**config.mk**
```make
export PLATFORM = sky130hd
export DESIGN_NAME = scancode_set1_to_ascii
export DESIGN_NICKNAME = d
export VERILOG_FILES = /design/src/hw/rtl/scs1a_pkg.sv /design/src/hw/rtl/scs1a_decode.sv /design/src/hw/rtl/scancode_set1_to_ascii.sv
export SDC_FILE = /design/constraint.sdc
export NUM_CORES = 1
export LEC_CHECK = 0
export BUFFER_PORTS_ARGS = -buffer_cell sky130_fd_sc_hd__buf_2
export CORE_MARGIN = 2
export CORE_UTILIZATION = 30
export DETAILED_ROUTE_END_ITERATION = 6
export PLACE_DENSITY = 0.43
export SETUP_SLACK_MARGIN = 0.02
export SYNTH_ARGS = -nofsm -noshare
export SYNTH_HDL_FRONTEND = slang
export SYNTH_HIERARCHICAL = 1
export SYNTH_SLANG_ARGS = --single-unit
```
**constraint.sdc**
```tcl
create_clock -name clk -period 4.9 [get_ports clk]
set_clock_uncertainty 0.1 [all_clocks]
set_input_delay 0.245 -clock clk [delete_from_list [all_inputs] [get_ports clk]]
set_output_delay 0.245 -clock clk [all_outputs]
set_load 0.005 [all_outputs]
```
**src/hw/rtl/scs1a_pkg.sv**
```systemverilog
// ----------------------------------------------------------------------------
// scs1a_pkg
// Types, scancode constants and key tables for the set-1 scancode decoder.
// ----------------------------------------------------------------------------
package scs1a_pkg;

  localparam int unsigned CodeW = 8;
  localparam int unsigned CharW = 7;
  localparam int unsigned OutDataW = 16;

  // scancodes with special handling
  localparam logic [CodeW-1:0] SC_PREFIX_E0   = 8'hE0;
  localparam logic [CodeW-1:0] SC_UP          = 8'h48;
  localparam logic [CodeW-1:0] SC_DOWN        = 8'h50;
  localparam logic [CodeW-1:0] SC_LEFT        = 8'h4B;
  localparam logic [CodeW-1:0] SC_RIGHT       = 8'h4D;
  localparam logic [CodeW-1:0] SC_LSHIFT_MAKE = 8'h2A;
  localparam logic [CodeW-1:0] SC_RSHIFT_MAKE = 8'h36;
  localparam logic [CodeW-1:0] SC_LSHIFT_BRK  = 8'hAA;
  localparam logic [CodeW-1:0] SC_RSHIFT_BRK  = 8'hB6;
  localparam logic [CodeW-1:0] SC_CTRL_MAKE   = 8'h1D;
  localparam logic [CodeW-1:0] SC_CTRL_BRK    = 8'h9D;
  localparam logic [CodeW-1:0] SC_ALT_MAKE    = 8'h38;
  localparam logic [CodeW-1:0] SC_ALT_BRK     = 8'hB8;
  localparam logic [CodeW-1:0] SC_CAPS_MAKE   = 8'h3A;
  localparam logic [CodeW-1:0] SC_ENTER       = 8'h1C;
  localparam logic [CodeW-1:0] SC_BACKSPACE   = 8'h0E;
  localparam logic [CodeW-1:0] SC_TAB         = 8'h0F;
  localparam logic [CodeW-1:0] SC_SPACE       = 8'h39;
  localparam logic [CodeW-1:0] SC_ESCAPE      = 8'h01;
  localparam logic [CodeW-1:0] SC_TABLE_END   = 8'h60;

  // characters produced for special keys
  localparam logic [CharW-1:0] CH_NONE  = 7'h00;
  localparam logic [CharW-1:0] CH_UP    = 7'h1E;
  localparam logic [CharW-1:0] CH_DOWN  = 7'h1F;
  localparam logic [CharW-1:0] CH_LEFT  = 7'h1A;
  localparam logic [CharW-1:0] CH_RIGHT = 7'h1B;
  localparam logic [CharW-1:0] CH_LF    = 7'h0A;
  localparam logic [CharW-1:0] CH_BS    = 7'h08;
  localparam logic [CharW-1:0] CH_TAB   = 7'h09;
  localparam logic [CharW-1:0] CH_SPACE = 7'h20;
  localparam logic [CharW-1:0] CH_ESC   = 7'h1B;

  typedef struct packed {
    logic shift;
    logic ctrl;
    logic alt;
    logic caps;
    logic ext;
  } scs1a_flags_t;

  // Lower / upper key table, 96 entries; unlisted entries give no character.
  function automatic logic [CharW-1:0] key_lut(input logic [6:0] idx, input logic upper);
    logic [CharW-1:0] lo;
    logic [CharW-1:0] up;
    lo = CH_NONE;
    up = CH_NONE;
    case (idx)
      7'h02: begin lo = 7'h31; up = 7'h21; end
      7'h03: begin lo = 7'h32; up = 7'h40; end
      7'h04: begin lo = 7'h33; up = 7'h23; end
      7'h05: begin lo = 7'h34; up = 7'h24; end
      7'h06: begin lo = 7'h35; up = 7'h25; end
      7'h07: begin lo = 7'h36; up = 7'h5E; end
      7'h08: begin lo = 7'h37; up = 7'h26; end
      7'h09: begin lo = 7'h38; up = 7'h2A; end
      7'h0A: begin lo = 7'h39; up = 7'h28; end
      7'h0B: begin lo = 7'h30; up = 7'h29; end
      7'h0C: begin lo = 7'h2D; up = 7'h5F; end
      7'h0D: begin lo = 7'h3D; up = 7'h2B; end
      7'h10: begin lo = 7'h71; up = 7'h51; end
      7'h11: begin lo = 7'h77; up = 7'h57; end
      7'h12: begin lo = 7'h65; up = 7'h45; end
      7'h13: begin lo = 7'h72; up = 7'h52; end
      7'h14: begin lo = 7'h74; up = 7'h54; end
      7'h15: begin lo = 7'h79; up = 7'h59; end
      7'h16: begin lo = 7'h75; up = 7'h55; end
      7'h17: begin lo = 7'h69; up = 7'h49; end
      7'h18: begin lo = 7'h6F; up = 7'h4F; end
      7'h19: begin lo = 7'h70; up = 7'h50; end
      7'h1A: begin lo = 7'h5B; up = 7'h7B; end
      7'h1B: begin lo = 7'h5D; up = 7'h7D; end
      7'h1C: begin lo = 7'h0A; up = 7'h0A; end
      7'h1E: begin lo = 7'h61; up = 7'h41; end
      7'h1F: begin lo = 7'h73; up = 7'h53; end
      7'h20: begin lo = 7'h64; up = 7'h44; end
      7'h21: begin lo = 7'h66; up = 7'h46; end
      7'h22: begin lo = 7'h67; up = 7'h47; end
      7'h23: begin lo = 7'h68; up = 7'h48; end
      7'h24: begin lo = 7'h6A; up = 7'h4A; end
      7'h25: begin lo = 7'h6B; up = 7'h4B; end
      7'h26: begin lo = 7'h6C; up = 7'h4C; end
      7'h27: begin lo = 7'h3B; up = 7'h3A; end
      7'h28: begin lo = 7'h27; up = 7'h22; end
      7'h29: begin lo = 7'h60; up = 7'h7E; end
      7'h2B: begin lo = 7'h5C; up = 7'h7C; end
      7'h2C: begin lo = 7'h7A; up = 7'h5A; end
      7'h2D: begin lo = 7'h78; up = 7'h58; end
      7'h2E: begin lo = 7'h63; up = 7'h43; end
      7'h2F: begin lo = 7'h76; up = 7'h56; end
      7'h30: begin lo = 7'h62; up = 7'h42; end
      7'h31: begin lo = 7'h6E; up = 7'h4E; end
      7'h32: begin lo = 7'h6D; up = 7'h4D; end
      7'h33: begin lo = 7'h2C; up = 7'h3C; end
      7'h34: begin lo = 7'h2E; up = 7'h3E; end
      7'h35: begin lo = 7'h2F; up = 7'h3F; end
      7'h37: begin lo = 7'h2A; up = 7'h2A; end
      7'h39: begin lo = 7'h20; up = 7'h20; end
      7'h47: begin lo = 7'h37; up = 7'h37; end
      7'h48: begin lo = 7'h38; up = 7'h38; end
      7'h49: begin lo = 7'h39; up = 7'h39; end
      7'h4A: begin lo = 7'h2D; up = 7'h2D; end
      7'h4B: begin lo = 7'h34; up = 7'h34; end
      7'h4C: begin lo = 7'h35; up = 7'h35; end
      7'h4D: begin lo = 7'h36; up = 7'h36; end
      7'h4E: begin lo = 7'h2B; up = 7'h2B; end
      7'h4F: begin lo = 7'h31; up = 7'h31; end
      7'h50: begin lo = 7'h32; up = 7'h32; end
      7'h51: begin lo = 7'h33; up = 7'h33; end
      7'h52: begin lo = 7'h30; up = 7'h30; end
      7'h53: begin lo = 7'h2E; up = 7'h2E; end
      default: begin lo = CH_NONE; up = CH_NONE; end
    endcase
    return upper ? up : lo;
  endfunction

endpackage

```
**src/hw/rtl/scs1a_decode.sv**
```systemverilog
// ----------------------------------------------------------------------------
// scs1a_decode
// Combinational decode of one scancode against the current modifier flags.
// ----------------------------------------------------------------------------
module scs1a_decode import scs1a_pkg::*; (
  input  logic [CodeW-1:0] scancode,
  input  scs1a_flags_t     flags,
  output logic [CharW-1:0] character,
  output scs1a_flags_t     flags_next
);

  logic [CharW-1:0] lut_char;
  logic             is_lower;
  logic             is_upper;

  assign lut_char = key_lut(scancode[6:0], flags.shift);
  assign is_lower = (lut_char >= 7'h61) && (lut_char <= 7'h7A);
  assign is_upper = (lut_char >= 7'h41) && (lut_char <= 7'h5A);

  always_comb begin
    flags_next = flags;
    character  = CH_NONE;
    if (scancode == SC_PREFIX_E0) begin
      flags_next.ext = 1'b1;
    end else if (flags.ext) begin
      // byte after prefix: only arrows mean anything
      flags_next.ext = 1'b0;
      case (scancode)
        SC_UP:    character = CH_UP;
        SC_DOWN:  character = CH_DOWN;
        SC_LEFT:  character = CH_LEFT;
        SC_RIGHT: character = CH_RIGHT;
        default:  character = CH_NONE;
      endcase
    end else begin
      case (scancode)
        SC_LSHIFT_MAKE, SC_RSHIFT_MAKE: flags_next.shift = 1'b1;
        SC_LSHIFT_BRK, SC_RSHIFT_BRK:   flags_next.shift = 1'b0;
        SC_CTRL_MAKE:                   flags_next.ctrl  = 1'b1;
        SC_CTRL_BRK:                    flags_next.ctrl  = 1'b0;
        SC_ALT_MAKE:                    flags_next.alt   = 1'b1;
        SC_ALT_BRK:                     flags_next.alt   = 1'b0;
        SC_CAPS_MAKE:                   flags_next.caps  = ~flags.caps;
        SC_ENTER:                       character = CH_LF;
        SC_BACKSPACE:                   character = CH_BS;
        SC_TAB:                         character = CH_TAB;
        SC_SPACE:                       character = CH_SPACE;
        SC_ESCAPE:                      character = CH_ESC;
        default: begin
          if (!scancode[7] && (scancode < SC_TABLE_END)) begin
            character = lut_char;
            // caps lock flips letter case; upper-case only flips under shift
            if (flags.caps && (is_lower || (is_upper && flags.shift))) begin
              character = lut_char ^ 7'h20;
            end
          end
        end
      endcase
    end
  end

endmodule

```
**src/hw/rtl/scancode_set1_to_ascii.sv**
```systemverilog
// Set-1 scancode to ASCII decoder. One scancode byte in gives one result out:
// the character (0 when the byte produces none) and the shift, ctrl, alt and
// caps lock state after that byte. An item passes an input register and a
// result register before its result appears, and with the output side ready
// one item is taken every cycle; the only loop is the modifier flag update
// in the decode stage.
// ----------------------------------------------------------------------------
// scancode_set1_to_ascii
// Top level: input register, decode with modifier flags, result register.
// ----------------------------------------------------------------------------
module scancode_set1_to_ascii import scs1a_pkg::*; (
  input  logic                clk,
  input  logic                rst,
  input  logic                s_axis_tvalid,
  output logic                s_axis_tready,
  input  logic [CodeW-1:0]    s_axis_tdata,   // [7:0] scancode
  output logic                m_axis_tvalid,
  input  logic                m_axis_tready,
  output logic [OutDataW-1:0] m_axis_tdata    // [6:0] character, [7] shift_held,
                                              // [8] ctrl_held, [9] alt_held,
                                              // [10] caps_on, [15:11] zero
);

  logic             in_valid;
  logic [CodeW-1:0] in_code;
  scs1a_flags_t     flags;
  scs1a_flags_t     flags_next;
  logic [CharW-1:0] dec_char;
  logic             out_valid;
  logic [CharW-1:0] out_char;
  scs1a_flags_t     out_flags;
  logic             advance;

  assign advance       = !out_valid || m_axis_tready;
  assign s_axis_tready = !in_valid || advance;

  always_ff @(posedge clk) begin
    if (rst) begin
      in_valid <= 1'b0;
    end else if (s_axis_tvalid && s_axis_tready) begin
      in_valid <= 1'b1;
    end else if (advance) begin
      in_valid <= 1'b0;
    end
    if (s_axis_tvalid && s_axis_tready) begin
      in_code <= s_axis_tdata;
    end
  end

  scs1a_decode u_decode (
    .scancode   (in_code),
    .flags      (flags),
    .character  (dec_char),
    .flags_next (flags_next)
  );

  always_ff @(posedge clk) begin
    if (rst) begin
      out_valid <= 1'b0;
      flags     <= '0;
    end else if (advance) begin
      out_valid <= in_valid;
      if (in_valid) begin
        flags <= flags_next;
      end
    end
    if (advance && in_valid) begin
      out_char  <= dec_char;
      out_flags <= flags_next;
    end
  end

  assign m_axis_tvalid = out_valid;
  assign m_axis_tdata  = {5'b0, out_flags.caps, out_flags.alt, out_flags.ctrl,
                          out_flags.shift, out_char};

`ifndef SYNTH
  // flags only move when an item goes through decode
  a_flags_hold: assert property (@(posedge clk) disable iff (rst)
    !(advance && in_valid) |=> $stable(flags))
    else $error("modifier flags changed without an item");

  // a held input item is not dropped while the result side stalls
  a_in_hold: assert property (@(posedge clk) disable iff (rst)
    (in_valid && !advance) |=> (in_valid && $stable(in_code)))
    else $error("input item lost under stall");

  // a printable result never leaves an extended prefix pending
  a_char_ext: assert property (@(posedge clk) disable iff (rst)
    (out_valid && (out_char != CH_NONE)) |-> !flags.ext)
    else $error("character issued with prefix pending");

  // result flags mirror the live flags
  a_flags_match: assert property (@(posedge clk) disable iff (rst)
    out_valid |-> (out_flags == flags))
    else $error("result flags differ from state");

  a_reset_idle: assert property (@(posedge clk)
    rst |=> (!out_valid && !in_valid))
    else $error("valid set after reset");
`endif

endmodule

```
==> impl_metrics.json <==
{
  "status": "finished clean",
  "layout_commonest_cell": "nand2_1",
  "cts_buffers": 3,
  "r2r_start": "in_code[0]$_DFFE_PP_",
  "routed_wl_um": 8400,
  "wl_per_cell_um": 18.5,
  "synth_top_family_by_area": "simple AND/OR/NAND/NOR gates",
  "rsz0062_at_grt": "false",
  "slew_viol_final": 0,
  "clockBufferDepth": 2,
  "holdCritPathClass": "in -> reg",
  "grtUsageTotal_pct": 16.7,
  "grt_overflow": 0,
  "syn-instance-count": 342,
  "n_antenna_cell": 0,
  "synth_ff_type": "edfxtp_1",
  "p_leak_nw": 1.04,
  "drv_cap": 0,
  "cts_hold_buf": 0,
  "synth-edff-count": 19,
  "synth_cell_type_count": 72,
  "max_freq_mhz": 263,
  "htree_levels": 1,
  "num_vias": 2709,
  "syn2layout_area_growth_pct": 5.44,
  "synth_compound_area_share_pct": 26.5,
  "synth_xor_area_share_pct": 0.945,
  "die_x_um": 100,
  "hold_start": "s_axis_tdata[6]",
  "layout_common_cells": "nand2_1, buf_2, o21ai_0",
  "ir_drop_uv": 110,
  "yosysWarnings": 6,
  "cp-endpoint": "out_char[5]$_DFFE_PP_",
  "gp_congestion": 0.905,
  "ff2ff_setup_slack_ns": 1.10,
  "cp.arrival_ns": 3.73,
  "hold_viol": 0,
  "antenna_found_initial": 0,
  "die_area_mm2": 0.0101,
  "finalCriticalPeriod_ns": 3.80,
  "powerDensity_mw_per_mm2": 194,
  "worst_setup_path_end_kind": "register",
  "syn_avg_cell_area_um2": 8.13,
  "ys_ff_latch": 26,
  "cts_tree": "yes",
  "drc": 0,
  "clk_latency_ns": 0.28,
  "synthAdderAreaFrac_pct": 4.50,
  "post-route-period-util_pct": 77.5,
  "path_clk_slew_ns": 0.09,
  "synth_mux_area_share_pct": 6.61,
  "place_ws_ns": 1.15,
  "ant_nets": 0,
  "setup_viol": 0,
  "reg2reg_to": "out_char[5]$_DFFE_PP_",
  "startpoint": "in_code[0]$_DFFE_PP_",
  "via_per_inst": 5.98,
  "ff2ff_path_depth": 10,
  "slew_headroom_pct": 26.2,
  "worst-path-max-fanout": 17,
  "path_cells": "inv_1 > ha_1 > mux2i_1 > mux2_1 > a22o_1 > o31ai_4 > nor3_1 > nor3b_1 > o31a_1 > a211o_1",
  "die_h_um": 100,
  "initial_core_util_pct": 30.5,
  "grt_pass1_wl_um": 13400,
  "first_pass_iters": 6,
  "post_cts_resize_count": 0,
  "synth-simple-area-share_pct": 26.5,
  "grt_pass1_vias": 2463,
  "setup_tns_ns": 0,
  "setup_slack_ns": 1.10,
  "final_util_pct": 32.2,
  "design.core.area_mm2": 0.00911,
  "nNetsFinal": 365,
  "io_pins": 30,
  "cpPeakStageDelay_ns": 0.67,
  "clock-root-buffer": "clkbuf_8",
  "ys_seq_area_share_pct": 25.6,
  "cts_setup_buffers": 0,
  "async_reset_ff_share_pct": 0,
  "critPathKind": "reg -> reg",
  "dp.final_hpwl_um": 5870,
  "row_count": 35,
  "crit_required_ns": 4.84,
  "drtIter0Drc": 338,
  "grt_max_degree": 37,
  "drive_gt1_share_pct": 12.9,
  "netlist_area_mm2": 0.00278,
  "cts_sinks": 26,
  "tightest_slew_ns": 1.11,
  "port_buffers": 24,
  "crit_path_top_delay_cell": "edfxtp_1",
  "start_kind": "register"
}
## stage by stage
stage          area [µm²]  power (mW)  hold WS (ns)  cells
5_1_grt              2930       0.598        0.0293    453
6_report             2930       0.569        0.0429    453
2_1_floorplan        2800       0.390         0.244    346
4_1_cts              2930       0.575        0.0343    453
3_3_place_gp         2880       0.433         0.322    449
3_5_place_dp         2880       0.429         0.323    449
## cell type report
cell class | count | area (µm²)
Tap cell | 111 | 139
Multi-Input combinational cell | 272 | 1830
Sequential cell | 26 | 711
Timing Repair Buffer | 29 | 158
Clock buffer | 4 | 55.1
Inverter | 11 | 41.3
Fill cell | 956 | 6180
## critical path: cells and delay by family, from the launching register on
| family | cells | cell delay, ns |
|---|---|---|
| AO/OA/AOI/OAI | 4 | 1.14 |
| adder cells (fa/ha/maj) | 1 | 0.61 |
| buffers and inverters | 1 | 0.27 |
| flip-flops | 1 | 0.67 |
| multiplexers | 2 | 0.51 |
| AND/OR/NAND/NOR | 2 | 0.25 |
## logic make-up after synthesis
logic type      Yosys count
buf+inv                  48
simple gates            135
other cells               1
mux                      17
flops                    26
xor+xnor                  3
fa+ha+maj                10
compound gates          102
## cell usage after synthesis, types with 9 or more instances
cell type | number | area [µm²]
nand2b_1 | 19 | 119
ha_1 | 10 | 125
nand3_1 | 11 | 55.1
edfxtp_1 | 19 | 571
a21oi_1 | 16 | 80.1
nand2_1 | 29 | 109
nor2b_1 | 11 | 68.8
mux2i_1 | 15 | 150
buf_2 | 15 | 75.1
o21ai_0 | 21 | 105
nor2_1 | 20 | 75.1
nor3_1 | 9 | 45.0
## worst min-delay path by stage
stage	endpoint	slack, ns	depth (start not counted)
after floorplan	in_code[0]$_DFFE_PP_	0.24	0
after global placement	in_code[4]$_DFFE_PP_	0.32	1
after detailed placement	in_code[6]$_DFFE_PP_	0.32	1
after CTS	in_code[6]$_DFFE_PP_	0.03	1
after global routing	in_code[2]$_DFFE_PP_	0.03	1
final	in_code[6]$_DFFE_PP_	0.04	1
## sequential cells by signal (all words and copies together) (netlist names)
name and cells:
flags 5, m_axis_tvalid 1, in_valid 1, in_code 8
m_axis_tdata 4, out_char 7
## layer usage
metal	up-vias	GRT usage (%)	part of all wire [%]
li1	1257	-	-
met5	-	0	0
met1	1272	23.8	46
met3	20	2.86	7.8
met4	0	4.11	1.8
met2	160	26.2	45
## power by group
| group | switching, mW | internal (mW) |
|---|---|---|
| logic | 0.0955 | 0.0635 |
| registers | 0.0225 | 0.246 |
| clock network | 0.0693 | 0.0720 |
No activity file was read; power rests on OpenSTA's default activity.
